### config.mk
export PLATFORM = sky130hd
export DESIGN_NAME = aabb_ctrl
export DESIGN_NICKNAME = d
export VERILOG_FILES = /design/src/sv/aabb_pkg.sv /design/src/sv/aabb_ctrl.sv
export SDC_FILE = /design/constraint.sdc
export NUM_CORES = 1
export LEC_CHECK = 0
export ABC_AREA = 1
export BUFFER_PORTS_ARGS = -buffer_cell sky130_fd_sc_hd__buf_2
export CAP_MARGIN = 40
export CORE_MARGIN = 2
export CORE_UTILIZATION = 48
export CTS_CLUSTER_DIAMETER = 100
export DETAILED_ROUTE_END_ITERATION = 8
export PLACE_DENSITY = 0.74
export SYNTH_ARGS = -nofsm -noshare
export SYNTH_HDL_FRONTEND = slang
export SYNTH_SLANG_ARGS = --single-unit
### constraint.sdc
create_clock -name i_clk -period 2.2 [get_ports i_clk]
set_clock_uncertainty 0.05 [all_clocks]
set_input_delay 0 -clock i_clk [delete_from_list [all_inputs] [get_ports i_clk]]
set_output_delay 0 -clock i_clk [all_outputs]
set_load 0.03 [all_outputs]
### src/sv/aabb_pkg.sv
`timescale 1ns / 1ps
package aabb_pkg;

    localparam int MAX_BODIES = 32;
    localparam int FRAC_BITS  = 16;
    localparam int IDX_W      = $clog2(MAX_BODIES);
    localparam int CNT_W      = $clog2(MAX_BODIES + 1);
    localparam int PROD_W     = 50;
    localparam int SUM_W      = 35;
    localparam int OV_W       = 35;

    localparam logic signed [31:0] GRAVITY_Y_RESET = -32'sd642908;

    localparam logic [1:0] KIND_ADD    = 2'd0;
    localparam logic [1:0] KIND_REMOVE = 2'd1;

    localparam logic [1:0] ST_OK      = 2'd0;
    localparam logic [1:0] ST_FULL    = 2'd1;
    localparam logic [1:0] ST_NO_SLOT = 2'd2;
    localparam logic [1:0] ST_EMPTY   = 2'd3;

    localparam logic [1:0] REG_GX = 2'd0;
    localparam logic [1:0] REG_GY = 2'd1;
    localparam logic [1:0] REG_GZ = 2'd2;

    typedef struct packed {
        logic [1:0]         kind;
        logic signed [31:0] pos_x;
        logic signed [31:0] pos_y;
        logic signed [31:0] pos_z;
        logic [30:0]        size_x;
        logic [30:0]        size_y;
        logic [30:0]        size_z;
        logic               static_flag;
        logic [4:0]         slot;
        logic [16:0]        step_dt;
    } t_in;

    typedef struct packed {
        logic [1:0]         status;
        logic [4:0]         out_slot;
        logic signed [31:0] out_pos_x;
        logic signed [31:0] out_pos_y;
        logic signed [31:0] out_pos_z;
        logic signed [31:0] out_vel_x;
        logic signed [31:0] out_vel_y;
        logic signed [31:0] out_vel_z;
        logic               last;
    } t_out;

    typedef struct packed {
        logic [2:0][31:0] pos;
        logic [2:0][31:0] vel;
        logic [2:0][30:0] size;
        logic             stat;
    } t_body;

    typedef enum logic [1:0] {
        WS_NEW = 2'd0,
        WS_RD  = 2'd1,
        WS_B   = 2'd2,
        WS_A   = 2'd3
    } t_wsel;

    typedef enum logic [2:0] {
        EM_ADD_OK  = 3'd0,
        EM_FULL    = 3'd1,
        EM_REM_OK  = 3'd2,
        EM_NO_SLOT = 3'd3,
        EM_EMPTY   = 3'd4,
        EM_BODY    = 3'd5
    } t_emit;

    typedef struct packed {
        logic             latch;
        logic [IDX_W-1:0] raddr;
        logic             ram_we;
        logic [IDX_W-1:0] waddr;
        t_wsel            wsel;
        logic             load_a;
        logic             mul;
        logic             acc;
        logic [1:0]       ax;
        logic             int_pos;
        logic             load_b;
        logic             calc_d;
        logic             calc_ov;
        logic             calc_res;
        logic             apply;
        logic             emit;
        t_emit            emit_code;
        logic [IDX_W-1:0] emit_slot;
        logic             emit_last;
    } t_cmd;

    typedef struct packed {
        logic [1:0] kind;
        logic [4:0] slot;
        logic       rd_static;
        logic       b_static;
        logic       hit;
    } t_sts;

    function automatic logic [31:0] sat32(input logic signed [SUM_W-1:0] v);
        logic [31:0] r;
        if (v > $signed({{(SUM_W-31){1'b0}}, {31{1'b1}}})) begin
            r = {1'b0, {31{1'b1}}};
        end else if (v < $signed({{(SUM_W-31){1'b1}}, {31{1'b0}}})) begin
            r = {1'b1, {31{1'b0}}};
        end else begin
            r = v[31:0];
        end
        return r;
    endfunction

endpackage

### src/sv/aabb_ctrl.sv
`timescale 1ns / 1ps
module aabb_ctrl (
    input  logic          i_clk,
    input  logic          i_rst_n,
    input  logic          i_start,
    output logic          o_busy,
    input  aabb_pkg::t_sts i_sts,
    output aabb_pkg::t_cmd o_cmd
);
    typedef enum logic [15:0] {
        S_IDLE     = 16'h0001,
        S_DISP     = 16'h0002,
        S_REM_WAIT = 16'h0004,
        S_I_RD     = 16'h0008,
        S_I_LOAD   = 16'h0010,
        S_MUL      = 16'h0020,
        S_ACC      = 16'h0040,
        S_J_CHK    = 16'h0080,
        S_J_LOAD   = 16'h0100,
        S_J_D      = 16'h0200,
        S_J_OV     = 16'h0400,
        S_J_RES    = 16'h0800,
        S_J_APPLY  = 16'h1000,
        S_WB       = 16'h2000,
        S_O_RD     = 16'h4000,
        S_O_EMIT   = 16'h8000
    } t_state;

    t_state                     r_state, n_state;
    logic [aabb_pkg::CNT_W-1:0] r_count, n_count;
    logic [aabb_pkg::CNT_W-1:0] r_i, n_i, r_j, n_j, r_o, n_o;
    logic [2:0]                 r_ax, n_ax;
    aabb_pkg::t_cmd             cmd;

    always_ff @(posedge i_clk) begin
        if (!i_rst_n) begin
            r_state <= S_IDLE;
            r_count <= '0;
            r_i     <= '0;
            r_j     <= '0;
            r_o     <= '0;
            r_ax    <= '0;
        end else begin
            r_state <= n_state;
            r_count <= n_count;
            r_i     <= n_i;
            r_j     <= n_j;
            r_o     <= n_o;
            r_ax    <= n_ax;
        end
    end

    always_comb begin
        n_state = r_state;
        n_count = r_count;
        n_i     = r_i;
        n_j     = r_j;
        n_o     = r_o;
        n_ax    = r_ax;
        cmd     = '0;
        cmd.ax      = (r_ax < 3'd3) ? r_ax[1:0] : 2'(r_ax - 3'd3);
        cmd.int_pos = (r_ax >= 3'd3);
        case (r_state)
            S_IDLE: begin
                if (i_start) begin
                    cmd.latch = 1'b1;
                    n_state   = S_DISP;
                end
            end
            S_DISP: begin
                case (i_sts.kind)
                    aabb_pkg::KIND_ADD: begin
                        cmd.emit      = 1'b1;
                        cmd.emit_last = 1'b1;
                        if (r_count == aabb_pkg::CNT_W'(aabb_pkg::MAX_BODIES)) begin
                            cmd.emit_code = aabb_pkg::EM_FULL;
                        end else begin
                            cmd.ram_we    = 1'b1;
                            cmd.waddr     = r_count[aabb_pkg::IDX_W-1:0];
                            cmd.wsel      = aabb_pkg::WS_NEW;
                            cmd.emit_code = aabb_pkg::EM_ADD_OK;
                            cmd.emit_slot = r_count[aabb_pkg::IDX_W-1:0];
                            n_count       = r_count + 1'b1;
                        end
                        n_state = S_IDLE;
                    end
                    aabb_pkg::KIND_REMOVE: begin
                        if (aabb_pkg::CNT_W'(i_sts.slot) >= r_count) begin
                            cmd.emit      = 1'b1;
                            cmd.emit_last = 1'b1;
                            cmd.emit_code = aabb_pkg::EM_NO_SLOT;
                            n_state       = S_IDLE;
                        end else begin
                            // fetch the last body to fill the hole
                            cmd.raddr = aabb_pkg::IDX_W'(r_count - 1'b1);
                            n_state   = S_REM_WAIT;
                        end
                    end
                    default: begin
                        if (r_count == '0) begin
                            cmd.emit      = 1'b1;
                            cmd.emit_last = 1'b1;
                            cmd.emit_code = aabb_pkg::EM_EMPTY;
                            n_state       = S_IDLE;
                        end else begin
                            n_i     = '0;
                            n_state = S_I_RD;
                        end
                    end
                endcase
            end
            S_REM_WAIT: begin
                cmd.ram_we    = 1'b1;
                cmd.waddr     = aabb_pkg::IDX_W'(i_sts.slot);
                cmd.wsel      = aabb_pkg::WS_RD;
                cmd.emit      = 1'b1;
                cmd.emit_last = 1'b1;
                cmd.emit_code = aabb_pkg::EM_REM_OK;
                n_count       = r_count - 1'b1;
                n_state       = S_IDLE;
            end
            S_I_RD: begin
                if (r_i == r_count) begin
                    n_o     = '0;
                    n_state = S_O_RD;
                end else begin
                    cmd.raddr = r_i[aabb_pkg::IDX_W-1:0];
                    n_state   = S_I_LOAD;
                end
            end
            S_I_LOAD: begin
                cmd.load_a = 1'b1;
                if (i_sts.rd_static) begin
                    n_i     = r_i + 1'b1;
                    n_state = S_I_RD;
                end else begin
                    n_ax    = '0;
                    n_state = S_MUL;
                end
            end
            S_MUL: begin
                cmd.mul = 1'b1;
                n_state = S_ACC;
            end
            S_ACC: begin
                cmd.acc = 1'b1;
                if (r_ax == 3'd5) begin
                    n_j     = '0;
                    n_state = S_J_CHK;
                end else begin
                    n_ax    = r_ax + 3'd1;
                    n_state = S_MUL;
                end
            end
            S_J_CHK: begin
                if (r_j == r_count) begin
                    n_state = S_WB;
                end else if (r_j == r_i) begin
                    n_j = r_j + 1'b1;
                end else begin
                    cmd.raddr = r_j[aabb_pkg::IDX_W-1:0];
                    n_state   = S_J_LOAD;
                end
            end
            S_J_LOAD: begin
                cmd.load_b = 1'b1;
                n_state    = S_J_D;
            end
            S_J_D: begin
                cmd.calc_d = 1'b1;
                n_state    = S_J_OV;
            end
            S_J_OV: begin
                cmd.calc_ov = 1'b1;
                n_state     = S_J_RES;
            end
            S_J_RES: begin
                cmd.calc_res = 1'b1;
                n_state      = S_J_APPLY;
            end
            S_J_APPLY: begin
                if (i_sts.hit) begin
                    cmd.apply = 1'b1;
                    if (!i_sts.b_static) begin
                        cmd.ram_we = 1'b1;
                        cmd.waddr  = r_j[aabb_pkg::IDX_W-1:0];
                        cmd.wsel   = aabb_pkg::WS_B;
                    end
                end
                n_j     = r_j + 1'b1;
                n_state = S_J_CHK;
            end
            S_WB: begin
                cmd.ram_we = 1'b1;
                cmd.waddr  = r_i[aabb_pkg::IDX_W-1:0];
                cmd.wsel   = aabb_pkg::WS_A;
                n_i        = r_i + 1'b1;
                n_state    = S_I_RD;
            end
            S_O_RD: begin
                cmd.raddr = r_o[aabb_pkg::IDX_W-1:0];
                n_state   = S_O_EMIT;
            end
            S_O_EMIT: begin
                cmd.emit      = 1'b1;
                cmd.emit_code = aabb_pkg::EM_BODY;
                cmd.emit_slot = r_o[aabb_pkg::IDX_W-1:0];
                cmd.emit_last = (r_o == r_count - 1'b1);
                if (cmd.emit_last) begin
                    n_state = S_IDLE;
                end else begin
                    n_o     = r_o + 1'b1;
                    n_state = S_O_RD;
                end
            end
            default: n_state = S_IDLE;
        endcase
    end

    assign o_cmd  = cmd;
    assign o_busy = (r_state != S_IDLE);

    a_count_range: assert property (@(posedge i_clk) disable iff (!i_rst_n)
        r_count <= aabb_pkg::CNT_W'(aabb_pkg::MAX_BODIES))
        else $error("body count above table size");
    a_count_step: assert property (@(posedge i_clk) disable iff (!i_rst_n)
        $past(i_rst_n) && r_count != $past(r_count) |->
        (r_count == $past(r_count) + 1'b1 || r_count == $past(r_count) - 1'b1))
        else $error("body count jumped");
    a_last_ends: assert property (@(posedge i_clk) disable iff (!i_rst_n)
        cmd.emit && cmd.emit_last |=> r_state == S_IDLE)
        else $error("last result without return to idle");
    a_idle_no_write: assert property (@(posedge i_clk) disable iff (!i_rst_n)
        r_state == S_IDLE |-> !cmd.ram_we)
        else $error("table write while idle");
endmodule

After elaboration in Yosys (flattened, before gate mapping)
Index checks and enable logic that the tools add are counted.
- word-level logic and storage cells: 131
- bits in read-only memories: 0
- memories kept: 0
- latch bits: 0
- input port bits: 13
- output and inout bits: 36
- bits in writable memories: 0
- register bits after elaboration: 43
- multiplexer cells: 63
- bitwise operators: 0
- $lt $le $gt $ge: 3
- equality and inequality tests: 38
- divide/modulo/power cells: 0
- add/sub/neg operators: 7
- multipliers: 0
- reductions and logical operators: 14
- shifts and indexed selects: 0
- operator list (kind ; count):
    $pmux 16 s15 ; 1
    $mux 6 ; 11
    $mux 16 ; 3
    $mux 8 ; 5
    $pmux 6 s3 ; 2
    $mux 5 ; 7
    $pmux 16 s2 ; 1
    $pmux 8 s4 ; 1
    $mux 15 ; 2
    $add 6x1->6 const B ; 4
    $eq 6x6->1 ; 4
    $ne 2x2->1 const B ; 12
    $pmux 6 s2 ; 2
    $pmux 5 s4 ; 1
    $eq 16x1->1 const B ; 1
    $eq 16x10->1 const B ; 1
    $eq 16x11->1 const B ; 1
    $eq 16x12->1 const B ; 1
    $eq 16x13->1 const B ; 1
    $eq 16x14->1 const B ; 1
    $eq 16x15->1 const B ; 1
    $eq 16x16->1 const B ; 1
    $eq 16x2->1 const B ; 1
    $eq 16x3->1 const B ; 1
    36 further kinds ; 59

Depth between registers and ports, before layout
- word-level depth: 4
- gate-level depth with buffers: 15
- depth with buffers taken out: 14

Worst setup path before layout
No wires, ideal clock.
- path type: register to output
- start: register r_state[2]
- end: output o_cmd[23] (netlist bit)
- path slack: 26 ps
- path buffers: 0
- required time: 2150 ps
- stages on the path, launching flop included: 8
- arrival time: 2124 ps
- path through: dfxtp_1 -> nor2_1 -> nand2_2 -> nor2_8 -> nand3_4 -> nor2_2 -> nand2_1 -> o21ai_0
- RTL lines (what ; line ; source):
    from (decl) ; aabb_ctrl.sv:29 ; t_state r_state, n_state;
    from (signal assigned) ; aabb_ctrl.sv:44 ; r_state <= n_state;
    to (decl) ; aabb_ctrl.sv:8 ; output aabb_pkg::t_cmd o_cmd

==> reports/results.txt <==
1st-iter DRT viols - 338
yosys warns - 0
Port-buffer cells - 48
ys async rst share - 0%
die height - 91.2 µm
FF-to-FF End - r_j[4]$_SDFFE_PN0P_
Critical Path End Type - output pin
largest area contributor in the synthesized netlist - dfxtp_1
total global-route track usage - 27.0%
fmax - 0.461 GHz
Avg WL per Cell - 15.4 µm
largest net degree at the start of global routing - 15
Leakage - 2.12 nW
Synth Instances - 588
Startpoint Class - register
Area contributors post-synth - dfxtp_1 24%, nand2_1 12%, nand3_1 9.9%
Skew-Pair Late Insertion Delay - 0.31 ns
Synth Flop Type - dfxtp_1
Routed Antenna Nets - 0
crit path to - o_cmd[0]
Critical Path Source - r_count[1]$_SDFFE_PN0P_
Post-synth EDFFs - 0
syn nets - 614
relative slew slack - 75.9%
# IOs - 49
# setup viols final - 0
total die area - 8320 µm²
Area Growth Syn to Fin - 20.0%
Crit Path Class - reg -> out
Cell Area, Synth - 3650 µm²
FP Rows - 31
gp weighted congestion - 0.981
Critical Path RT - 2.15 ns
R2R Path Start - r_state[10]$_SDFFE_PN0P_
synthesized flop and latch total - 43
endpoints failing hold - 0
fin crit period - 2.17 ns
commonest non-fill, non-tap cell in the layout - nand2_1
most frequent cells in the layout - 117 x nand2_1, 76 x nor2_1, 68 x inv_1
Clock Sink Count - 43
RSZ-0062 raised after global routing - true
Reg2Reg Depth - 10
drt total wl - 11600 µm
Placeable Area - 7290 µm²
layout cells sized above 1 - 23.7%
PD cells - 358 nW/µm²
status - finished, final reports clean
DR vias - 4237
GR Overflow Total - 0
CTS tree - yes
HP Start - i_rst_n
post-route clock period utilization - 98.7%
Slew Viols, Final - 0
final-stage net count - 680
DRC Markers - 0
CTS clk-pin slew, worst paths - 0.09 ns
n_diodes - 0
CTS Root Cell - clkbuf_8
starting density of the core - 50.1%
post-synthesis sequential area ratio - 23.6%
R2R setup slack - 0.24 ns
Hold WC Path Type - in -> reg
vias in the first global route - 3772
initial antenna violation count - 0
htree depth - 2
post-synth top area share - 23.6%
Core Util, Final - 60.1%
crit path max fanout - 4
first-pass GRT wire length - 18100 µm
Max VDD drop - 0.000194 V
count of cell types in the netlist - 44
max-cap violations - 0
Longest Clk Path Bufs - 2
Hold Slack - 0.0202 ns
WP data arrival - 2.12 ns
average size of a mapped cell - 6.21 µm²
total CTS buffers - 5
die width - 91.2 µm
Slew @ Worst Pin - 0.359 ns
1st-pass router iterations - 8
DP HPWL - 8810 µm
Via density - 5.62
-- routing by layer --
layer	up-vias	global-route usage [%]	share of wire, %	routed length, µm
met4	0	10.5	2.2	253
li1	2062	-	-	-
met3	28	2.99	6.1	707
met2	170	45.3	49	5690
met1	1977	35.5	43	4960
met5	-	0	0	0
-- state kept, by name (all words and copies together), names as in the netlist --
register  cells
r_count       6
r_i           6
r_o           6
r_state      16
r_ax          3
r_j           6
-- worst max-delay path: stages (launching register included) --
cell	delay, ns
dfxtp_2	0.34
inv_2	0.06
ha_1	0.28
inv_1	0.06
nor2_1	0.04
o211ai_1	0.23
nand4_1	0.20
buf_4	0.20
nand2_2	0.10
nand3_1	0.10
clkbuf_4	0.19
-- where the power goes --
group / switching [mW] / internal [mW] / total, mW
logic: 0.142 / 0.0691 / 0.211
clock network: 0.312 / 0.257 / 0.569
registers: 0.00522 / 0.782 / 0.788
total: 0.459 / 1.11 / 1.57
-- cell families (layout without fill, tap and decap cells) --
family	count (synthesis)	in the layout	synth area share, %
buffers and inverters	96	163	10.9
adder cells (fa/ha/maj)	13	13	4.46
flip-flops	43	43	23.6
AND/OR/NAND/NOR	348	348	46.1
XOR/XNOR	14	14	3.36
AO/OA/AOI/OAI	74	74	11.7
-- timing repair --
item,4_1_cts,5_1_grt
endpoints found under the hold margin,1,0
endpoints found under the setup margin,5,20
hold buffers,1,0
resized for setup,6,46
pin swaps,2,9
setup buffers,1,9
-- synthesized netlist by cell type (4+ instances only) --
library cell	instances
inv_2	10
nor2_2	11
nor3_1	18
a31oi_1	5
buf_6	4
inv_1	71
o22ai_1	5
o21ai_0	17
nand2_4	4
o21ai_1	8
nor2_1	80
nand2_1	120
nand2_2	8
a21oi_1	27
nand4_1	14
ha_1	13
dfxtp_1	43
nand3_1	72
buf_2	5
xor2_1	11
-- area by class of cell --
class / count / area [µm²]
Sequential cell: 43 / 875
Timing Repair Buffer: 72 / 468
Fill cell: 723 / 2910
Multi-Input combinational cell: 449 / 2500
Clock inverter: 2 / 16.3
Clock buffer: 6 / 82.6
Inverter: 83 / 315
Tap cell: 99 / 124
-- worst min-delay path by stage --
stage               depth (start not counted)  slack (ns)                       to
global route                                3        0.04      r_o[1]$_SDFFE_PN0P_
floorplan                                   2        0.08                o_cmd[10]
global placement                            3        0.26  r_state[1]$_SDFFE_PN0P_
detailed placement                          3        0.27  r_state[1]$_SDFFE_PN0P_
finish                                      3        0.02      r_o[1]$_SDFFE_PN0P_
CTS                                         3        0.02      r_o[1]$_SDFFE_PN0P_
-- stage by stage --
stage	instances	instance area (µm²)	setup TNS, ns	setup slack, ns	total power [mW]
CTS	745	4160	0	0.00599	1.56
global route	754	4380	-0.0811	-0.0295	1.62
floorplan	588	3650	0	0.0260	0.943
finish	754	4380	0	0.0286	1.57
global placement	735	4030	0	0.249	0.997
detailed placement	735	4030	0	0.178	0.999
Note: power is estimated with default switching activity, not from simulation.
